## src/hw/rtl/ffha_pkg.sv

```systemverilog
package ffha_pkg;

	localparam int unsigned POOL_BYTES_DEF = 65536;
	localparam int unsigned PAGE_BYTES_DEF = 4096;
	localparam int unsigned UNIT_BYTES_DEF = 16;

	localparam int unsigned REQ_W  = 16;
	localparam int unsigned ADDR_W = 16;
	localparam int unsigned FLAG_W = 3;

	localparam logic [FLAG_W-1:0] FL_FREE = 3'd1;
	localparam logic [FLAG_W-1:0] FL_LAST = 3'd2;
	localparam logic [FLAG_W-1:0] FL_LINK = 3'd4;
	localparam logic [FLAG_W-1:0] FL_NONE = 3'd0;

	localparam logic CMD_ALLOC = 1'b0;
	localparam logic CMD_FREE  = 1'b1;

	// datapath operations issued by the controller
	typedef enum logic [4:0] {
		OP_NONE,
		OP_START,
		OP_READ_B,
		OP_READ_NEXT,
		OP_GROW_CHECK,
		OP_GROW_HDR,
		OP_GROW_TAIL,
		OP_LINK_WR,
		OP_FOLLOW_LINK,
		OP_MERGE_WR,
		OP_BUMP,
		OP_STEP_NEXT,
		OP_SPLIT_HDR,
		OP_SPLIT_TAIL,
		OP_FREE_WR,
		OP_VISIT,
		OP_LATCH_H,
		OP_LATCH_NH
	} op_t;

	typedef struct packed {
		op_t  op;
		logic grow_first;
	} ctl_cmd_t;

	typedef struct packed {
		logic h_free;
		logic h_last;
		logic h_link;
		logic nh_free;
		logic nh_last;
		logic bsize_lt;
		logic bsize_gt;
		logic grow_fail;
		logic fresh;
		logic first_valid;
		logic over;
		logic free_zero;
		logic is_free;
	} ctl_sts_t;

endpackage

```

## src/hw/rtl/ffha_ctrl.sv

```systemverilog
module ffha_ctrl import ffha_pkg::*; (
	input  logic     clk,
	input  logic     arst_n,
	input  logic     start,
	output logic     busy,
	output logic     load,
	input  ctl_sts_t sts,
	output ctl_cmd_t cmd,
	output logic     done,
	output logic     ok
);
	typedef enum logic [15:0] {
		S_IDLE   = 16'h0001,
		S_GROW   = 16'h0002,
		S_GHDR   = 16'h0004,
		S_GTAIL  = 16'h0008,
		S_VISIT  = 16'h0010,
		S_RDH    = 16'h0020,
		S_LATH   = 16'h0040,
		S_DECIDE = 16'h0080,
		S_MVISIT = 16'h0100,
		S_RDN    = 16'h0200,
		S_LATN   = 16'h0400,
		S_MCHK   = 16'h0800,
		S_POST   = 16'h1000,
		S_SPLIT  = 16'h2000,
		S_FREEW  = 16'h4000,
		S_DONE   = 16'h8000
	} st_t;

	st_t st_q, nxt;
	logic ok_q, ok_d, gf_q, gf_d;

	assign busy = st_q != S_IDLE;
	assign load = start && !busy;

	always_comb begin
		nxt = st_q;
		cmd = '{op: OP_NONE, grow_first: gf_q};
		ok_d = ok_q;
		gf_d = gf_q;
		unique case (st_q)
			S_IDLE: if (load) begin
				nxt = S_RDH;
				ok_d = 1'b1;
				gf_d = 1'b0;
			end
			S_RDH: begin
				cmd.op = OP_READ_B;
				if (sts.is_free) begin
					if (sts.free_zero) nxt = S_DONE;
					else nxt = S_LATH;
				end else if (!sts.first_valid) begin
					gf_d = 1'b1;
					nxt = S_GROW;
				end else begin
					cmd.op = OP_START;
					nxt = S_VISIT;
				end
			end
			S_GROW: begin
				cmd.op = OP_GROW_CHECK;
				if (sts.grow_fail) begin
					ok_d = 1'b0;
					nxt = S_DONE;
				end else if (gf_q) nxt = S_GHDR;
				else begin
					cmd.op = OP_LINK_WR;
					nxt = S_GHDR;
				end
			end
			S_GHDR: begin cmd.op = OP_GROW_HDR; nxt = S_GTAIL; end
			S_GTAIL: begin
				cmd.op = OP_GROW_TAIL;
				if (gf_q) begin
					gf_d = 1'b0;
					nxt = S_RDH;
				end else nxt = S_VISIT;
			end
			S_VISIT: begin
				if (sts.over) begin
					ok_d = 1'b0;
					nxt = S_DONE;
				end else begin
					cmd.op = OP_VISIT;
					nxt = S_LATH;
				end
			end
			S_LATH: begin
				cmd.op = OP_LATCH_H;
				nxt = sts.is_free ? S_FREEW : S_DECIDE;
			end
			S_FREEW: begin
				cmd.op = OP_FREE_WR;
				nxt = S_MVISIT;
			end
			S_DECIDE: begin
				if (sts.h_free) begin
					if (sts.bsize_lt && !sts.h_last) begin
						nxt = S_MVISIT;
					end else nxt = S_POST;
				end else if (sts.h_last) begin
					if (sts.h_link) begin
						cmd.op = OP_FOLLOW_LINK;
						nxt = S_VISIT;
					end else nxt = S_GROW;
				end else begin
					cmd.op = OP_STEP_NEXT;
					nxt = S_VISIT;
				end
			end
			S_MVISIT: begin
				if (sts.over) nxt = sts.is_free ? S_DONE : S_POST;
				else begin
					cmd.op = OP_VISIT;
					nxt = S_RDN;
				end
			end
			S_RDN:  begin cmd.op = OP_READ_NEXT; nxt = S_LATN; end
			S_LATN: begin cmd.op = OP_LATCH_NH; nxt = S_MCHK; end
			S_MCHK: begin
				if (sts.nh_last || !sts.nh_free)
					nxt = sts.is_free ? S_DONE : S_POST;
				else begin
					cmd.op = OP_MERGE_WR;
					nxt = S_MVISIT;
				end
			end
			S_POST: begin
				if (sts.fresh && sts.bsize_lt) begin
					cmd.op = OP_BUMP;
					nxt = S_VISIT;
				end else if (!sts.bsize_lt) begin
					cmd.op = OP_SPLIT_HDR;
					nxt = S_SPLIT;
				end else begin
					cmd.op = OP_STEP_NEXT;
					nxt = S_VISIT;
				end
			end
			S_SPLIT: begin
				cmd.op = sts.bsize_gt ? OP_SPLIT_TAIL : OP_NONE;
				nxt = S_DONE;
			end
			S_DONE: nxt = S_IDLE;
			default: nxt = S_IDLE;
		endcase
	end

	// user_addr is captured with the split header write
	always_ff @(posedge clk or negedge arst_n) begin
		if (!arst_n) begin
			st_q <= S_IDLE;
			ok_q <= 1'b0;
			gf_q <= 1'b0;
		end else begin
			st_q <= nxt;
			ok_q <= ok_d;
			gf_q <= gf_d;
		end
	end

	assign done = st_q == S_DONE;
	assign ok = ok_q;
endmodule

```

## config.mk

```make
export PLATFORM = sky130hd
export DESIGN_NAME = ffha_ctrl
export DESIGN_NICKNAME = d
export VERILOG_FILES = /design/src/hw/rtl/ffha_pkg.sv /design/src/hw/rtl/ffha_ctrl.sv
export SDC_FILE = /design/constraint.sdc
export NUM_CORES = 1
export LEC_CHECK = 0
export BUFFER_PORTS_ARGS = -buffer_cell sky130_fd_sc_hd__buf_2
export CAP_MARGIN = 20
export CORE_MARGIN = 5
export CORE_UTILIZATION = 25
export DETAILED_ROUTE_END_ITERATION = 8
export GPL_TIMING_DRIVEN = 1
export SLEW_MARGIN = 20
export SYNTH_ARGS = -nofsm -noshare
export SYNTH_HDL_FRONTEND = slang
export SYNTH_SLANG_ARGS = --single-unit
```

## constraint.sdc

```tcl
create_clock -name clk -period 2.5 [get_ports clk]
set_input_delay 0.5 -clock clk [delete_from_list [all_inputs] [get_ports clk]]
set_output_delay 0.5 -clock clk [all_outputs]
set_load 0.005 [all_outputs]
```

==> metrics.md, run 1 <==
| Metric | Value |
|---|---|
| Outcome | finished, violations left |
| Violated checks | setup timing |
| Detailed-route wire length per cell | roughly 17 um |
| Final-report max-slew violation count | 0 |
| Fmax | 0.377 GHz |
| CTS Sinks | 18 |
| CTS Buf Count | 3 |
| Chip width | 84.5 um |
| Core Area | about 5400 um^2 |
| Crit. End Element | output port |
| Remaining Overflow, GRT | 0 |
| Final setup margin | -155 ps |
| Largest net degree at the start of global routing | 19 |
| Reg2Reg Setup Slack | 410 ps |
| CP Launch Type | register |
| TritonCTS clock tree | done |
| Post-synth EDFFs | 0 |
| Root buffer cell | clkbuf_8 |
| Worst vdd ir | 0.000375 V |
| Die Span Y | 84.5 um |
| Syn Nets | 170 |
| First-pass detailed-route iteration total | 4 |
| Design area | approximately 2100 um^2 |
| Top_reg_cell synth | dfrtp_1 |
| Vias/cell | about 5.3 |
| Detail Route Antenna Nets | 0 |
| Leakage | 0.947 nW |
| Initial DRC count | 152 |
| Fill count | 539 |
| First-pass GRT wire length | between 7 and 8 mm |
| Setup CP Type | register to output port |
| Crit path max fanout | 3 |
| Post-Syn Area | 1390 um^2 |
| Initial antenna violation count | 0 |
| Synth-to-Final Area Change | 51.5% |
| Seq/Total Area, Yosys | 0.326 |
| Post-DP Area | 1740 um^2 |
| Fin crit period | 2660 ps |
| Dpl hpwl | 3.62 mm |
| Antenna Diode Count | 0 |
| I/O pin count | 26 |
| Max_cap viols | 0 |
| Max H-tree Level | 1 |
| Async SR Flop Fraction | 1.00 |
| Max_slew headroom | 0.700 |
| Port Buffers | 25 |
| Vias in the first global route | between 1000 and 1500 |
| Syn Inst Count | 154 |
| Cell variety after synth | 51 |
| Synthesized area per cell | 9.01 um^2 |
| Later-pin clock latency in the skew report | 260 ps |
| Routability Congestion | a little over 0.9 |
| Clock Tree Buf Depth | 2 |
| All-Layer GR Usage | 0.134 |
| Row cnt | 27 |
| Routed WL | 4.93 mm |
| Worst EP arrival | 2160 ps |
| Clock Skews | around 1.5 ps |
| Min-delay worst type | input pin to async pin |
| Final period utilization | 1.06 |
| Via count | 1543 |
| Share of cells above drive strength 1 | 0.516 |
| Die footprint | 7140 um^2 |
| Worst slew pin tran | 450 ps |
| RSZ-0062 raised after global routing | true |
| Initial Utilization | 0.255 |
| CTS Hold Buffers Added | 0 |
| Hold Vio Cnt, Final | 0 |
| Clk slew on worst S/H paths | ~80 ps |
| Yosys reg bits | 18 |
| Final core area utilization | 0.386 |
| Yosys warning total | 0 |
| Net count, final | around 230 |
| DR DRC count | 0 |
| Pwr/cell area | between 700 and 800 nW/um^2 |
| # setup viols final | 6 |
| CP required | about 2000 ps |
cell usage after synthesis (4+ instances only):
cell      count  area (um^2)
dfrtp_1      17          425
inv_1         8         30.0
nand2_1       5         18.8
nand2b_1      4         25.0
nand3_1       9         45.0
nand4_1       5         31.3
nor2_1       12         45.0
nor2b_1       7         43.8
nor3_1        7         35.0
nor4_1        6         37.5
nor4b_1       4         35.0
o21ai_0       5         25.0
or4_1         5         37.5
routing by layer:
metal	part of all wire	wire length (um)	global-route usage
met1	0.44	2180	0.172
met2	0.48	2360	0.224
met3	0.053	261	0.0255
met4	0.026	130	0.0504
met5	0	0	0
through the flow:
stage | TNS, ps | setup WS (ps) | total power [mW] | hold slack (ps) | cells
6_report | -557 | -155 | 1.50 | 172 | 289
5_1_grt | -1150 | -244 | 1.58 | 215 | 289
4_1_cts | -457 | -195 | 1.37 | 184 | 284
3_5_place_dp | 0 | 51.6 | 0.968 | 475 | 270
3_3_place_gp | 0 | 28.8 | 0.970 | 465 | 270
2_1_floorplan | 0 | 227 | 0.698 | 204 | 154
report_power, final:
part           total [mW]  internal, mW  leakage (nW)  switching [mW]
Clock               0.254         0.140        0.0288           0.113
Sequential          0.361         0.327         0.233          0.0334
Combinational       0.887         0.439         0.685           0.447
Total                1.50         0.907         0.947           0.594
worst paths after layout:
check | end | from | cells after the start
min | st_q[2]$_DFFE_PN0N_ | arst_n | 1
max reg2reg | ok$_DFFE_PN0P_ | st_q[6]$_DFFE_PN0N_ | 7
min in group clk | st_q[2]$_DFFE_PN0N_ | sts[5] | 2
max in group asynchronous | st_q[0]$_DFFE_PN1N_ | arst_n | 1
min reg2reg | ok$_DFFE_PN0P_ | ok$_DFFE_PN0P_ | 1
max | cmd[1] | st_q[6]$_DFFE_PN0N_ | 5
area by class of cell:
cell class                 count  area, um^2  share of cell area
clock buffer                   4        55.1              0.0262
inverter                       8        30.0              0.0143
multi-input combinational    120        1020               0.484
sequential                    18         458               0.218
tap                           72        90.1              0.0429
timing repair buffer          67         452               0.215
worst max-delay path, stage by stage, from the launching register on:
cell	delay, ps
dfrtp_1	380
or4_4	550
or4_4	520
o21a_1	210
o2111ai_2	90
buf_2	140
state kept, by name (all words and copies together), names as in the netlist:
| register | flops |
|---|---|
| gf_q | 1 |
| ok | 1 |
| st_q | 16 |
cells by family after synthesis:
group / share of synthesized area
XOR/XNOR: 0.0189
AND/OR/NAND/NOR: 0.444
buffers and inverters: 0.0694
AO/OA/AOI/OAI: 0.142
flip-flops: 0.326
cells in the final DEF, fill, tap and decap left out, types with 2 or more instances in the layout:
cell type | netlist | final
buf_4 | 3 | 39
buf_2 | 2 | 25
dfrtp_1 | 17 | 12
nor2_1 | 12 | 11
inv_1 | 8 | 7
nand3_1 | 9 | 7
nor2b_1 | 7 | 7
nor3_1 | 7 | 6
nor4_4 | 2 | 5
or4_4 | 2 | 5
nand4_1 | 5 | 5
o21ai_0 | 5 | 5
dfrtp_2 | 0 | 5
nand2_1 | 5 | 4
nor4b_1 | 4 | 4
nor4_2 | 3 | 4
nand2b_1 | 4 | 4
clkbuf_8 | 0 | 4
nand3b_1 | 3 | 3
nand4b_1 | 3 | 3
buf_6 | 3 | 3
nand3_2 | 1 | 2
nor3_4 | 0 | 2
or4b_4 | 0 | 2
or4_1 | 5 | 2
o211ai_1 | 2 | 2
or3_1 | 2 | 2
o2111ai_2 | 0 | 2
a21oi_1 | 3 | 2
xor2_1 | 2 | 2
nor4_1 | 6 | 2
o32ai_1 | 2 | 2
repair_timing:
| item | in CTS | in global routing |
|---|---|---|
| gates resized for setup | 27 | 13 |
| pin swaps | 15 | 10 |
| buffers inserted | 10 | 5 |
| setup endpoints to repair | 6 | 7 |
No activity file was read; power rests on OpenSTA's default activity.
==> inputs of run 2 (changes only) <==
- CORE_MARGIN: 5 -> 1
==> run 2 against run 1 <==
The flow still finishes with violations (setup timing); setup slack got worse by 46 ps; register-to-register slack got worse by 120 ps; global-route usage increased by 2.1 points; maximum frequency decreased by 1.7%; combinational power decreased by 13%; clock skew increased by 4.0 ps; via count decreased by 3.1%; critical path type unchanged.
==> metrics.md, run 2 (synthesized netlist as in run 1, its figures left out) <==
| Metric | Value |
|---|---|
| Initial Utilization | 0.265 (+0.00981) |
| Vias/cell | 5.30 (-0.71%) |
| Final setup margin | -202 ps (-46.3 ps) |
| Fmax | 0.370 GHz (-1.7%) |
| Register share of total power | 0.268 (+0.028) |
| Die footprint | 5850 um^2 (-18%) |
| CP required | 2000 ps (about the same) |
| Hold_ws | 171 ps (-1.03 ps) |
| Dpl hpwl | 3.56 mm (-1.5%) |
| Most frequent cells in the layout | 36 x buf_4, 25 x buf_2, 13 x dfrtp_1 |
| Hold Vio Cnt, Final | 0 (unchanged) |
| Initial DRC count | 86 (-43%) |
| Violated checks | setup timing |
| Worst vdd ir | 0.000207 V (-45%) |
| Fin crit period | 2700 ps (+46.3 ps) |
| Clock Skews | 5.46 ps (+4.00 ps) |
| Worst path slowest cell | or4_4 |
| All-Layer GR Usage | 0.155 (+0.0207) |
| Multi-input logic area | 971 um^2 (-4.6%) |
| I/O pin count | 26 (unchanged) |
| P_int | 0.802 mW (-12%) |
| Largest net degree at the start of global routing | 19 (unchanged) |
| Clock Tree Buf Depth | 2 (unchanged) |
| Outcome | finished, violations left |
| Leakage | 0.900 nW (-5.0%) |
| FF+latch area | 457 um^2 (-0.27%) |
| CP delay by family, top | simple AND/OR/NAND/NOR gates |
| Max H-tree Level | 1 (unchanged) |
| Critical Path Max Stage Delay | 610 ps (+60 ps) |
| Max_cap viols | 0 (unchanged) |
| Max_slew headroom | 0.693 (-0.00739) |
| Remaining Overflow, GRT | 0 (unchanged) |
| Die Span Y | 76.5 um (-9.5%) |
| # setup viols final | 4 (-2) |
| CTS Sinks | 18 (unchanged) |
| Detail Route Antenna Nets | 0 (unchanged) |
| CP Launch Type | register |
| Placed cell count | 269 (-0.37%) |
| Initial antenna violation count | 0 (unchanged) |
| Post-route insts no fill | 282 (-2.4%) |
| CP most frequent cell | or4_4 |
| Share of cells above drive strength 1 | 0.462 (-0.0539) |
| Root buffer cell | clkbuf_8 |
| Final-report max-slew violation count | 0 (unchanged) |
| RSZ-0062 raised after global routing | true |
| Routed WL | 4.82 mm (-2.3%) |
| Min-delay worst type | input pin to async pin |
| Sw power | 0.546 mW (-8.0%) |
| Later-pin clock latency in the skew report | 260 ps (about the same) |
| Crit path cell chain | or4_4 > or4_4 > o22ai_2 > or4_4 > buf_2 |
| Worst EP arrival | 2200 ps (+40 ps) |
| Crit. End Element | output port |
| Routability Congestion | 0.915 (about the same) |
| Core Area | 5240 um^2 (-3.7%) |
| Sw frac | 0.405 (+0.00948) |
| Clk slew on worst S/H paths | 70 ps (about the same) |
| Net count, final | 229 (-2.1%) |
| Synth-to-Final Area Change | 43.9% |
| Worst slew pin tran | 457 ps (+6.87 ps) |
| Setup CP Type | register to output port |
| Max reg flops | 16 (unchanged) |
| Clock Power Share | 0.159 (-0.010) |
| Most common cell after layout, fill and taps aside | buf_4 |
| Fill count | 522 (-3.2%) |
| Row cnt | 26 (-3.7%) |
| WP buf/inv | 1 (unchanged) |
| Via count | 1495 (-3.1%) |
| Logic pwr share | 0.573 (-0.018) |
| DR DRC count | 0 (unchanged) |
| Chip width | 76.5 um (-9.5%) |
| CTS Hold Buffers Added | 0 (unchanged) |
| Final period utilization | 1.08 (+0.0185) |
| First-pass detailed-route iteration total | 4 (unchanged) |
| Antenna Diode Count | 0 (unchanged) |
| Vias in the first global route | 1393 (-6.6%) |
| Pwr/cell area | 675 nW/um^2 (-5.4%) |
| CTS Buf Count | 3 (unchanged) |
| First-pass GRT wire length | 7.09 mm (-7.8%) |
| TritonCTS clock tree | done |
| Port Buffers | 25 (unchanged) |
| Top reg by flops | st_q |
| Crit path max fanout | 4 (+1) |
| Detailed-route wire length per cell | 17.1 um (+0.17%) |
run 2: cell types whose count changed in the layout (fill, tap and decap cells not counted), sizes merged:
cell and change:
buf -5
run 2: repair_timing:
| item | in CTS | in global routing |
|---|---|---|
| endpoints found under the setup margin | 4 | 7 |
| gates resized for setup | 12 | 15 |
| pin swaps | 2 | 2 |
| buffers inserted | 3 | 6 |
run 2: power by group through the flow:
| stage | combinational [mW] | clock (mW) | sequential [mW] |
|---|---|---|---|
| floorplan | 0.341 | 0 | 0.357 |
| global placement | 0.594 | 0 | 0.361 |
| detailed placement | 0.587 | 0 | 0.363 |
| CTS | 0.640 | 0.216 | 0.356 |
| global route | 0.825 | 0.226 | 0.365 |
| finish | 0.773 | 0.214 | 0.362 |
run 2: layer usage:
layer / up-vias / GRT usage / share of wire
met5: - / 0 / 0
met4: 0 / 0.0692 / 0.042
met3: 18 / 0.0180 / 0.050
met2: 62 / 0.241 / 0.47
met1: 699 / 0.214 / 0.44
li1: 716 / - / -
run 2: path summary, 6_finish.rpt:
kind	from	to	slack (ps)	cells past startpoint
setup / recovery	st_q[4]$_DFFE_PN0N_	cmd[4]	-200	5
hold / removal	arst_n	st_q[10]$_DFFE_PN0N_	170	1
setup reg to reg	st_q[5]$_DFFE_PN0N_	st_q[15]$_DFFE_PN0N_	290	7
hold reg to reg	ok$_DFFE_PN0P_	ok$_DFFE_PN0P_	530	1
max in group asynchronous	arst_n	st_q[0]$_DFFE_PN1N_	1990	1
min in group clk	sts[5]	st_q[2]$_DFFE_PN0N_	420	2
run 2: final cells by class:
type | count | share of cell area
Multi-Input combinational cell | 120 | 0.486
Sequential cell | 18 | 0.229
Timing Repair Buffer | 62 | 0.204
Tap cell | 70 | 0.0439
Clock buffer | 4 | 0.0226
Inverter | 8 | 0.0150
run 2: worst register-to-register path: stages (launching register included):
cell      delay [ps]
dfrtp_1          400
buf_4            170
nor4_4           360
buf_4            220
nand3_1          150
nor4_1           450
o21ai_1          230
nand4b_1         160
run 2: metrics by stage:
| step | utilization | setup TNS [ps] | total power, mW | cell area (um^2) | worst slack, ps |
|---|---|---|---|---|---|
| after floorplan | - | 0 | 0.698 | 1390 | 227 |
| after detailed placement | 0.333 | 0 | 0.949 | 1740 | 42.9 |
| final | 0.381 | -655 | 1.35 | 2000 | -202 |
| after global placement | 0.333 | 0 | 0.955 | 1740 | 28.7 |
| after CTS | 0.357 | -568 | 1.21 | 1870 | -187 |
| after global routing | 0.381 | -922 | 1.42 | 2000 | -252 |
==> inputs of run 3 (changes only) <==
==> constraint.sdc (replaced) <==
create_clock -name clk -period 2.5 [get_ports clk]
set_input_delay 0.5 -clock clk [delete_from_list [all_inputs] [get_ports clk]]
set_output_delay 0.5 -clock clk [all_outputs]
set_load 0.05 [all_outputs]
==> run 3 against run 2 <==
The run still ends with setup timing left; first-iteration DRC count is 15% lower; wire length fell by 1.5%; die area did not move; combinational power up 38%; largest cell class unchanged; final area rose by 11%; register-to-register slack better by 70 ps; critical path type unchanged.
==> metrics.md, run 3 (synthesized netlist as in run 1, its figures left out) <==
| Metric | Value |
|---|---|
| Outcome | finished, violations left |
| Violated checks | setup timing |
| Fin crit period | 2730 ps (+31.6 ps) |
| CP required | 2000 ps (about the same) |
| Routed WL | 4.74 mm (-1.5%) |
| # setup viols final | 5 (+1) |
| Pwr/cell area | 753 nW/um^2 (+12%) |
| Initial DRC count | 73 (-15%) |
| CTS Buf Count | 3 (unchanged) |
| Detail Route Antenna Nets | 0 (unchanged) |
| Max reg flops | 16 (unchanged) |
| Most frequent cells in the layout | 45 x buf_4, 17 x buf_2, 13 x dfrtp_1 |
| Max_cap viols | 0 (unchanged) |
| R2r startpoint | st_q[15]$_DFFE_PN0N_ |
| Vias/cell | 5.21 (-1.7%) |
| Synth-to-Final Area Change | 59.9% |
| Final period utilization | 1.09 (+0.0126) |
| Die Span Y | 76.5 um (unchanged) |
| Worst vdd ir | 0.000354 V (+71%) |
| Reg2Reg Setup Slack | 360 ps (+70 ps) |
| Max_slew headroom | 0.688 (-0.00411) |
| I/O pin count | 26 (unchanged) |
| Net count, final | 242 (+5.7%) |
| Worst EP arrival | 2230 ps (+30 ps) |
| Fill count | 515 (-1.3%) |
| Die footprint | 5850 um^2 (unchanged) |
| Design area | 2220 um^2 (+11%) |
| R2R depth | 10 (+3) |
| Worst slew pin tran | 463 ps (+6.11 ps) |
| Clock Skews | 3.34 ps (-2.12 ps) |
| Port Buffers | 25 (unchanged) |
| Crit. End Element | output port |
| Initial antenna violation count | 0 (unchanged) |
| Remaining Overflow, GRT | 0 (unchanged) |
| Post-DP Area | 1880 um^2 (+7.7%) |
| Clock Tree Buf Depth | 2 (unchanged) |
| Min-delay worst type | input pin to async pin |
| Critical R2R Capture | st_q[0]$_DFFE_PN1N_ |
| Hold_ws | 174 ps (+2.77 ps) |
| CTS Sinks | 18 (unchanged) |
| RSZ-0062 raised after global routing | true |
| First-pass GRT wire length | 7.65 mm (+8.0%) |
| Top reg by flops | st_q |
| FF+latch area | 457 um^2 (unchanged) |
| Setup CP Type | register to output port |
| Routability Congestion | 0.916 (about the same) |
| DR DRC count | 0 (unchanged) |
| Final-report max-slew violation count | 0 (unchanged) |
| Fmax | 0.366 GHz (-1.2%) |
| CP Launch Type | register |
| First-pass detailed-route iteration total | 4 (unchanged) |
| Dpl hpwl | 3.68 mm (+3.3%) |
| Chip width | 76.5 um (unchanged) |
| All-Layer GR Usage | 0.166 (+0.0110) |
| Max H-tree Level | 1 (unchanged) |
| Leakage | 0.998 nW (+11%) |
| Vias in the first global route | 1510 (+8.4%) |
| Final setup margin | -233 ps (-31.6 ps) |
| Later-pin clock latency in the skew report | 250 ps (about the same) |
| Detailed-route wire length per cell | 16.1 um (-5.9%) |
| Via count | 1538 (+2.9%) |
| Share of cells above drive strength 1 | 0.529 (+0.0666) |
| TritonCTS clock tree | done |
| Antenna Diode Count | 0 (unchanged) |
| Hold Vio Cnt, Final | 0 (unchanged) |
| Core Area | 5240 um^2 (unchanged) |
| Initial Utilization | 0.265 (unchanged) |
| TNS Setup | -755 ps (-99.8 ps) |
| Root buffer cell | clkbuf_8 |
| Largest net degree at the start of global routing | 19 (unchanged) |
| Multi-input logic area | 1010 um^2 (+4.3%) |
| Crit path max fanout | 4 (unchanged) |
| Clk slew on worst S/H paths | 70 ps (about the same) |
| Row cnt | 26 (unchanged) |
| Most common cell after layout, fill and taps aside | buf_4 |
-- run 3: routing by layer --
| metal | share of wire | vias to the layer above | global-route usage |
|---|---|---|---|
| met5 | 0 | - | 0 |
| li1 | - | 734 | - |
| met2 | 0.48 | 44 | 0.270 |
| met4 | 0.030 | 0 | 0.0769 |
| met3 | 0.047 | 12 | 0.0216 |
| met1 | 0.44 | 748 | 0.217 |
-- run 3: area by class of cell --
class,count,share of cell area
clock buffer,4,0.0248
inverter,8,0.0135
multi-input combinational,120,0.456
sequential,18,0.206
tap,70,0.0395
timing repair buffer,75,0.260
-- run 3: stage by stage --
stage / power (mW) / cells / utilization / setup slack, ps
6_report: 1.67 / 295 / 0.424 / -233
5_1_grt: 1.76 / 295 / 0.424 / -280
4_1_cts: 1.56 / 291 / 0.398 / -243
3_5_place_dp: 1.19 / 284 / 0.359 / -123
3_3_place_gp: 1.18 / 284 / 0.359 / -110
2_1_floorplan: 0.827 / 154 / - / -17.3
-- run 3: worst max path at each step --
stage | from | to | cells past startpoint
CTS | st_q[4]$_DFFE_PN0N_ | cmd[1] | 5
global route | st_q[6]$_DFFE_PN0N_ | cmd[1] | 5
detailed placement | st_q[12]$_DFFE_PN0N_ | cmd[2] | 7
global placement | st_q[12]$_DFFE_PN0N_ | cmd[2] | 7
floorplan | st_q[9]$_DFFE_PN0N_ | cmd[1] | 6
finish | st_q[6]$_DFFE_PN0N_ | cmd[1] | 5
-- run 3: what timing repair did --
item,4_1_cts,5_1_grt
setup buffers,3,4
resized for setup,32,23
endpoints found under the setup margin,7,8
hold endpoints to repair,0,0
pin swaps,6,11
hold buffers,0,0
-- run 3: where the power goes --
group | total [mW] | switching (mW) | leakage, nW | internal, mW
combinational | 1.07 | 0.563 | 0.734 | 0.504
clock | 0.243 | 0.103 | 0.0288 | 0.140
sequential | 0.361 | 0.0339 | 0.235 | 0.327
-- run 3: worst max-delay path, stage by stage (launching register included) --
cell and delay, ps:
dfrtp_1 380, or4_4 570, or4_4 520, o21a_1 220, o2111ai_2 90, buf_6 180
